===== src/hw/rtl/fsae_pkg.sv =====
`timescale 1ns / 1ps
`default_nettype none

package fsae_pkg;

  localparam int TIME_W  = 32;
  localparam int FRAC_W  = 16;
  localparam int REG_W   = 16;
  localparam int ALPHA_W = FRAC_W + 1;
  localparam int MUL_W   = FRAC_W + 1;
  localparam int PROD_W  = 2 * MUL_W;
  localparam int CNT_W   = $clog2(FRAC_W);

  localparam logic [ALPHA_W-1:0] ONE          = ALPHA_W'(1) << FRAC_W;
  localparam logic [REG_W-1:0]   DUR_RESET    = REG_W'(200);
  localparam logic [REG_W-1:0]   DIST_RESET   = REG_W'(5120);
  localparam logic [CNT_W-1:0]   DIV_LAST_CNT = CNT_W'(FRAC_W - 1);

  // Command codes carried in tuser.
  localparam logic [1:0] FN_TICK     = 2'd0;
  localparam logic [1:0] FN_FADE_IN  = 2'd1;
  localparam logic [1:0] FN_FADE_OUT = 2'd2;

  // Register byte addresses.
  localparam logic [2:0] ADDR_DURATION = 3'd0;
  localparam logic [2:0] ADDR_DISTANCE = 3'd4;

  typedef enum logic [1:0] {
    PH_HIDDEN  = 2'd0,
    PH_IN      = 2'd1,
    PH_VISIBLE = 2'd2,
    PH_OUT     = 2'd3
  } phase_t;

  typedef enum logic [1:0] {
    MUL_SQ   = 2'd0,
    MUL_CUBE = 2'd1,
    MUL_OFF  = 2'd2
  } mul_sel_t;

  typedef enum logic [1:0] {
    RES_HIDDEN  = 2'd0,
    RES_VISIBLE = 2'd1,
    RES_ANIM    = 2'd2
  } res_kind_t;

  typedef struct packed {
    logic      load_now;
    logic      load_stamp;
    logic      calc_elap;
    logic      div_init;
    logic      div_step;
    logic      mul_en;
    mul_sel_t  mul_sel;
    logic      fade_in;
    logic      out_load;
    res_kind_t res_kind;
    phase_t    phase;
  } fsae_cmd_t;

  typedef struct packed {
    logic late;
    logic div_last;
    logic out_free;
  } fsae_stat_t;

endpackage

`default_nettype wire


===== src/hw/rtl/fsae_ctrl.sv =====
`timescale 1ns / 1ps
`default_nettype none

module fsae_ctrl
  import fsae_pkg::*;
(
  input  wire logic       clk,
  input  wire logic       rst,
  input  wire logic       in_valid,
  input  wire logic [1:0] in_func,
  output logic            in_ready,
  input  wire fsae_stat_t stat,
  output fsae_cmd_t       cmd
);

  typedef enum logic [2:0] {
    S_IDLE,
    S_ELAP,
    S_CHK,
    S_DIV,
    S_SQ,
    S_CUBE,
    S_OFF,
    S_OUTP
  } state_t;

  state_t    state, state_next;
  phase_t    mode, mode_next;
  res_kind_t res_kind, res_kind_next;

  assign in_ready = (state == S_IDLE);

  always_comb begin
    state_next    = state;
    mode_next     = mode;
    res_kind_next = res_kind;
    cmd           = '0;
    cmd.mul_sel   = MUL_SQ;
    cmd.fade_in   = (mode == PH_IN);
    cmd.res_kind  = res_kind;
    cmd.phase     = mode;
    unique case (state)
      S_IDLE: begin
        if (in_valid) begin
          cmd.load_now = 1'b1;
          case (in_func)
            FN_FADE_IN: begin
              cmd.load_stamp = 1'b1;
              mode_next      = PH_IN;
            end
            FN_FADE_OUT: begin
              if (mode != PH_HIDDEN) begin
                cmd.load_stamp = 1'b1;
                mode_next      = PH_OUT;
              end
            end
            FN_TICK: begin
              unique case (mode)
                PH_HIDDEN: begin
                  res_kind_next = RES_HIDDEN;
                  state_next    = S_OUTP;
                end
                PH_VISIBLE: begin
                  res_kind_next = RES_VISIBLE;
                  state_next    = S_OUTP;
                end
                default: state_next = S_ELAP;
              endcase
            end
            default: ;
          endcase
        end
      end
      S_ELAP: begin
        cmd.calc_elap = 1'b1;
        state_next    = S_CHK;
      end
      S_CHK: begin
        if (stat.late) begin
          // The fade is over: settle in the end phase and report it.
          if (mode == PH_IN) begin
            mode_next     = PH_VISIBLE;
            res_kind_next = RES_VISIBLE;
          end else begin
            mode_next     = PH_HIDDEN;
            res_kind_next = RES_HIDDEN;
          end
          state_next = S_OUTP;
        end else begin
          cmd.div_init = 1'b1;
          state_next   = S_DIV;
        end
      end
      S_DIV: begin
        cmd.div_step = 1'b1;
        if (stat.div_last) begin
          state_next = S_SQ;
        end
      end
      S_SQ: begin
        cmd.mul_en  = 1'b1;
        cmd.mul_sel = MUL_SQ;
        state_next  = S_CUBE;
      end
      S_CUBE: begin
        cmd.mul_en  = 1'b1;
        cmd.mul_sel = MUL_CUBE;
        state_next  = S_OFF;
      end
      S_OFF: begin
        cmd.mul_en    = 1'b1;
        cmd.mul_sel   = MUL_OFF;
        res_kind_next = RES_ANIM;
        state_next    = S_OUTP;
      end
      S_OUTP: begin
        if (stat.out_free) begin
          cmd.out_load = 1'b1;
          state_next   = S_IDLE;
        end
      end
      default: state_next = S_IDLE;
    endcase
  end

  always_ff @(posedge clk) begin
    if (rst) begin
      state    <= S_IDLE;
      mode     <= PH_HIDDEN;
      res_kind <= RES_HIDDEN;
    end else begin
      state    <= state_next;
      mode     <= mode_next;
      res_kind <= res_kind_next;
    end
  end

endmodule

`default_nettype wire


===== src/hw/rtl/fsae_dpath.sv =====
`timescale 1ns / 1ps
`default_nettype none

module fsae_dpath
  import fsae_pkg::*;
(
  input  wire logic              clk,
  input  wire logic              rst,
  input  wire fsae_cmd_t         cmd,
  output fsae_stat_t             stat,
  input  wire logic [TIME_W-1:0] in_time,
  input  wire logic [REG_W-1:0]  duration,
  input  wire logic [REG_W-1:0]  slide_dist,
  output logic                   out_valid,
  input  wire logic              out_ready,
  output logic [ALPHA_W-1:0]     out_alpha,
  output logic [REG_W-1:0]       out_offset,
  output logic                   out_active,
  output phase_t                 out_phase
);

  logic [TIME_W-1:0]  now_q;
  logic [TIME_W-1:0]  start_stamp;
  logic [TIME_W-1:0]  elapsed;
  logic [REG_W-1:0]   dur_eff;

  logic [REG_W-1:0]   rem;
  logic [FRAC_W-1:0]  quo;
  logic [CNT_W-1:0]   cnt;
  logic [REG_W:0]     rem_sh;
  logic [REG_W:0]     rem_diff;
  logic               rem_ge;

  logic [MUL_W-1:0]   x_next;
  logic [MUL_W-1:0]   x_q;
  logic [MUL_W-1:0]   cube_q;
  logic [MUL_W-1:0]   mul_a;
  logic [MUL_W-1:0]   mul_b;
  logic [PROD_W-1:0]  prod;
  logic [MUL_W-1:0]   prod_hi;

  assign dur_eff = (duration == '0) ? DUR_RESET : duration;

  assign stat.late     = (elapsed >= TIME_W'(dur_eff));
  assign stat.div_last = (cnt == DIV_LAST_CNT);
  assign stat.out_free = !out_valid || out_ready;

  // Restoring division of (elapsed << FRAC_W) by the duration, one quotient
  // bit per cycle. The remainder always stays below the duration.
  assign rem_sh   = {rem, 1'b0};
  assign rem_ge   = (rem_sh >= {1'b0, dur_eff});
  assign rem_diff = rem_sh - {1'b0, dur_eff};

  assign x_next  = cmd.fade_in ? (ONE - {1'b0, quo}) : {1'b0, quo};
  assign prod_hi = prod[FRAC_W +: MUL_W];

  always_comb begin
    case (cmd.mul_sel)
      MUL_SQ: begin
        mul_a = x_next;
        mul_b = x_next;
      end
      MUL_CUBE: begin
        mul_a = prod_hi;
        mul_b = x_q;
      end
      default: begin
        mul_a = MUL_W'(slide_dist);
        mul_b = prod_hi;
      end
    endcase
  end

  always_ff @(posedge clk) begin
    if (cmd.load_now) begin
      now_q <= in_time;
    end
    if (cmd.calc_elap) begin
      elapsed <= (now_q >= start_stamp) ? (now_q - start_stamp) : '0;
    end
    if (cmd.div_init) begin
      rem <= elapsed[REG_W-1:0];
      quo <= '0;
      cnt <= '0;
    end else if (cmd.div_step) begin
      rem <= rem_ge ? rem_diff[REG_W-1:0] : rem_sh[REG_W-1:0];
      quo <= {quo[FRAC_W-2:0], rem_ge};
      cnt <= cnt + CNT_W'(1);
    end
    if (cmd.mul_en) begin
      prod <= mul_a * mul_b;
      if (cmd.mul_sel == MUL_SQ) begin
        x_q <= x_next;
      end
      if (cmd.mul_sel == MUL_OFF) begin
        cube_q <= prod_hi;
      end
    end
    if (cmd.out_load) begin
      case (cmd.res_kind)
        RES_HIDDEN: begin
          out_alpha  <= '0;
          out_offset <= slide_dist;
          out_active <= 1'b0;
          out_phase  <= PH_HIDDEN;
        end
        RES_VISIBLE: begin
          out_alpha  <= ONE;
          out_offset <= '0;
          out_active <= 1'b0;
          out_phase  <= PH_VISIBLE;
        end
        default: begin
          out_alpha  <= ONE - cube_q;
          out_offset <= prod[FRAC_W +: REG_W];
          out_active <= 1'b1;
          out_phase  <= cmd.phase;
        end
      endcase
    end
  end

  always_ff @(posedge clk) begin
    if (rst) begin
      start_stamp <= '0;
      out_valid   <= 1'b0;
    end else begin
      if (cmd.load_stamp) begin
        start_stamp <= in_time;
      end
      if (cmd.out_load) begin
        out_valid <= 1'b1;
      end else if (out_ready) begin
        out_valid <= 1'b0;
      end
    end
  end

endmodule

`default_nettype wire


===== src/hw/rtl/fade_slide_animation_easer_top.sv =====
// A tick in a fade phase runs through the elapsed time, a restoring divider and
// three shared multiplies before its result; a tick while hidden or visible goes
// straight to the output, and one that ends a fade skips the divider.
// One item in work at a time: a start command leaves the block idle, while a tick
// holds off the next transfer until its result is loaded, which waits on any stall
// of an earlier result. Synchronous reset: hidden, start time 0, 200 ms, 20.0 px.
`timescale 1ns / 1ps
`default_nettype none

module fade_slide_animation_easer_top
  import fsae_pkg::*;
(
  input  wire logic        clk,
  input  wire logic        rst,
  input  wire logic        s_tvalid,
  output logic             s_tready,
  input  wire logic [31:0] s_tdata,   // now_time[31:0]
  input  wire logic [1:0]  s_tuser,   // func[1:0]
  output logic             m_tvalid,
  input  wire logic        m_tready,
  output logic [39:0]      m_tdata,   // alpha[16:0], offset[32:17], active[33],
                                      // phase[35:34], zero pad[39:36]
  input  wire logic        psel,
  input  wire logic        penable,
  input  wire logic        pwrite,
  input  wire logic [2:0]  paddr,
  input  wire logic [31:0] pwdata,
  output logic [31:0]      prdata,
  output logic             pready
);

  fsae_cmd_t          cmd;
  fsae_stat_t         stat;
  logic [REG_W-1:0]   duration;
  logic [REG_W-1:0]   slide_dist;
  logic [ALPHA_W-1:0] alpha;
  logic [REG_W-1:0]   offset;
  logic               active;
  phase_t             phase;
  logic               cfg_wr;

  assign pready = 1'b1;
  assign cfg_wr = psel && penable && pwrite && pready;

  always_ff @(posedge clk) begin
    if (rst) begin
      duration   <= DUR_RESET;
      slide_dist <= DIST_RESET;
    end else if (cfg_wr) begin
      if (paddr[2] == ADDR_DISTANCE[2]) begin
        slide_dist <= pwdata[REG_W-1:0];
      end else begin
        duration <= pwdata[REG_W-1:0];
      end
    end
  end

  always_comb begin
    if (paddr[2] == ADDR_DISTANCE[2]) begin
      prdata = {16'b0, slide_dist};
    end else begin
      prdata = {16'b0, duration};
    end
  end

  fsae_ctrl u_ctrl (
    .clk      (clk),
    .rst      (rst),
    .in_valid (s_tvalid),
    .in_func  (s_tuser),
    .in_ready (s_tready),
    .stat     (stat),
    .cmd      (cmd)
  );

  fsae_dpath u_dpath (
    .clk        (clk),
    .rst        (rst),
    .cmd        (cmd),
    .stat       (stat),
    .in_time    (s_tdata[TIME_W-1:0]),
    .duration   (duration),
    .slide_dist (slide_dist),
    .out_valid  (m_tvalid),
    .out_ready  (m_tready),
    .out_alpha  (alpha),
    .out_offset (offset),
    .out_active (active),
    .out_phase  (phase)
  );

  assign m_tdata = {4'b0, phase, active, offset, alpha};

endmodule

`default_nettype wire


===== config.mk =====
export PLATFORM = sky130hd
export DESIGN_NAME = fade_slide_animation_easer_top
export DESIGN_NICKNAME = d
export VERILOG_FILES = /design/src/hw/rtl/fsae_pkg.sv /design/src/hw/rtl/fsae_ctrl.sv /design/src/hw/rtl/fsae_dpath.sv /design/src/hw/rtl/fade_slide_animation_easer_top.sv
export SDC_FILE = /design/constraint.sdc
export NUM_CORES = 1
export LEC_CHECK = 0
export ABC_AREA = 1
export BUFFER_PORTS_ARGS = -buffer_cell sky130_fd_sc_hd__buf_2
export CAP_MARGIN = 20
export CORE_MARGIN = 4
export CORE_UTILIZATION = 55
export CTS_BUF_LIST = sky130_fd_sc_hd__clkbuf_16
export CTS_CLUSTER_SIZE = 24
export DETAILED_ROUTE_END_ITERATION = 10
export PLACE_DENSITY = 0.75
export SKIP_CTS_REPAIR_TIMING = 1
export SLEW_MARGIN = 20
export SYNTH_ARGS = -nofsm -noshare
export SYNTH_HDL_FRONTEND = slang
export SYNTH_HIERARCHICAL = 1
export SYNTH_SLANG_ARGS = --single-unit

===== constraint.sdc =====
create_clock -name clk -period 20.1 [get_ports clk]
set_input_delay 2.01 -clock clk [delete_from_list [all_inputs] [get_ports clk]]
set_output_delay 2.01 -clock clk [all_outputs]
set_load 0.05 [all_outputs]

==> flow_summary.ini <==
[logic_synthesis]
syn_area_um2 = 25500
synth_cells = 3364
ys.flop_type = edfxtp_1
ys_types = 50
synth_area_per_cell_um2 = 7.59
yosys_warnings = 6
yosysSeqAreaShare = 0.269
ys_ff_latch = 259
synth_edf_count = 167
async_flop_share = 0

[run_status]
status = finished clean

[grt]
met2_usage = 0.412
grt.overflow.total = 0
antenna_found_initial = 0
grt_max_degree = 64
grt_pass1_wl_um = 107000
met1_usage = 0.364
first_global_vias = 20700
use_met3 = 0.0630
grt_util_all_layers = 0.262
top_usage_layer = met2

[worst_setup_path]
rrSetupSlack_ps = 12020
setup.worst_path.start = u_ctrl/state[0]$_SDFFE_PP0P_
critical_path.endpoint = u_dpath/prod[31]$_DFFE_PP_
worst-path-buf-inv = 9
slowest_delay_ps = 720
required_ps = 20400
reg2regPathDepth = 28
r2r_end = u_dpath/prod[31]$_DFFE_PP_
path_depth = 28
crit_family = adder cells
crit_fanout = 42
r2r_start = u_ctrl/state[0]$_SDFFE_PP0P_
crit_path_top_delay_cell = o21ai_2
worstSetupEndpointType = flop
worstPathArrival_ps = 8380
critical_path_class = reg -> reg
cp-start-kind = flop
crit_top_cell = inv_1

[layout]
nets = 3916
multi_input_area_um2 = 15500
syn2layout_area_growth_pct = 7.25
final_core_util = 0.599
seqCellArea_um2 = 6860
fill_cells = 4171
diodes = 0
drive_above_1_share = 0.0875

[place]
post-dp-hpwl_um = 52300
gp_congestion = 1.02
portBuffers = 111

[cts]
clkLatencyLatePin_ps = 550
cts_max_level = 1
root_buffer = clkbuf_16
clk_pin_slew_ps = 60
cts_inserted_buffers = 28
clockBufferDepth = 3
cts_tree = built
clkSinkCount = 259

[timing]
grt_setup_unrepaired = no
fmax_ghz = 0.124
hold_violations = 0
skew_ps = 12.4
fin_crit_ps = 8080
maxSlewViolCount = 0
relSlewSlack = 0.324
tightestPinTransition_ps = 1010
final.period_utilization = 0.402
finalSetupViolations = 0
tns_ps = 0

[detailed_routing]
dr.pass1.iters = 9
route.detailed.drc = 0
drt_wl_total_um = 65600
wl_per_cell_um = 16.1
ant_nets = 0
drt_iter0_drc = 1663
viasPerCell = 5.31
vias = 21600

[floorplan]
pin_count = 151
coreArea_um2 = 45700
start_util = 0.559
die_height_um = 223
core.rowCount = 78
fp.dieW_um = 223
design.die.area_um2 = 49900

[min_path]
hold_path.class = reg -> reg
hold_depth = 2

[run]
maxCapViolCount = 0
-- stage by stage --
step                      setup slack, ps  cells  cell area [um^2]  hold WS [ps]
after CTS                           12110   4063             27400           471
after floorplan                     13580   3383             25600           430
after global routing                11680   4063             27400           495
after detailed placement            12140   4011             26400           457
after global placement              12190   4011             26400           457
final                               12020   4063             27400           466
-- cell usage after synthesis, drive strengths merged, types with 27 or more instances --
cell / instances / area (um^2)
edfxtp: 167 / 5010
a21oi: 136 / 718
nor2: 428 / 1720
ha: 176 / 2200
inv: 695 / 2610
clkbuf: 30 / 113
xor2: 27 / 251
nand2: 883 / 3350
dfxtp: 92 / 1840
nand3: 156 / 868
nand4: 30 / 194
o21ai: 90 / 514
nor3: 31 / 160
fa: 223 / 4460
a211oi: 31 / 233
buf: 71 / 526
-- routing by layer --
metal  vias up  share of wire
met3       147          0.096
met5         -              0
met2       848           0.44
met4         0          0.035
met1     10100           0.43
li1      10500              -
-- kinds of logic after synthesis --
kind of cell,count (synthesis),synth area share
and+or+nand+nor,1555,0.253
buffers and inverters,798,0.127
adders and majority gates,399,0.261
AOI/OAI and AO/OA,312,0.0751
DFF,259,0.269
xor gates and xnor gates,39,0.0140
other,2,0.000294
-- worst min-delay path by stage --
stage | from | to | slack, ps
2_1_floorplan | u_dpath/quo[0]$_SDFFE_PP0P_ | u_dpath/x_q[0]$_DFFE_PP_ | 430
3_3_place_gp | u_dpath/start_stamp[0]$_SDFFE_PP0P_ | u_dpath/start_stamp[0]$_SDFFE_PP0P_ | 460
3_5_place_dp | u_dpath/start_stamp[19]$_SDFFE_PP0P_ | u_dpath/start_stamp[19]$_SDFFE_PP0P_ | 460
4_1_cts | u_dpath/start_stamp[19]$_SDFFE_PP0P_ | u_dpath/start_stamp[19]$_SDFFE_PP0P_ | 470
5_1_grt | u_dpath/start_stamp[4]$_SDFFE_PP0P_ | u_dpath/start_stamp[4]$_SDFFE_PP0P_ | 500
6_report | u_dpath/start_stamp[31]$_SDFFE_PP0P_ | u_dpath/start_stamp[31]$_SDFFE_PP0P_ | 470
-- worst reg2reg max path: cells and delay by family, from the launching register on --
kind | cells | cell delay (ps)
adders and majority gates | 8 | 3930
AOI/OAI and AO/OA | 4 | 1560
buffers and inverters | 9 | 1280
and+or+nand+nor | 7 | 730
DFF | 1 | 330
-- area by class of cell --
class                           count  share of cell area
Clock buffer                       30              0.0274
Clock inverter                     22             0.00750
Inverter                          697              0.0956
Multi-Input combinational cell   2326               0.566
Sequential cell                   259               0.250
Tap cell                          600              0.0274
Timing Repair Buffer              129              0.0252
-- layout by cell type, fill, tap and decap left out, types with 30 or more instances in the layout --
cell type / n
nand2_1: 869
inv_1: 669
nor2_1: 393
fa_1: 223
ha_1: 176
edfxtp_1: 167
nand3_1: 140
a21oi_1: 132
buf_2: 111
dfxtp_1: 92
o21ai_0: 67
a211oi_1: 31
clkbuf_16: 30
-- flip-flops by register name, indices dropped and copies added (netlist names) --
name / cells
u_dpath/quo: 16
u_dpath/out_valid: 1
u_dpath/elapsed: 32
u_ctrl/state: 3
u_dpath/out_phase: 2
u_dpath/out_alpha: 17
u_dpath/rem: 16
u_dpath/prod: 17
slide_dist: 16
u_dpath/out_offset: 16
u_dpath/cube_q: 17
u_dpath/now_q: 32
u_ctrl/res_kind: 2
u_dpath/start_stamp: 32
u_dpath/cnt: 4
duration: 16
u_dpath/x_q: 17
u_ctrl/mode: 2
u_dpath/out_active: 1
Power is not shown: default switching activity piles up to over one toggle a cycle in this logic, so the estimate is an artifact.
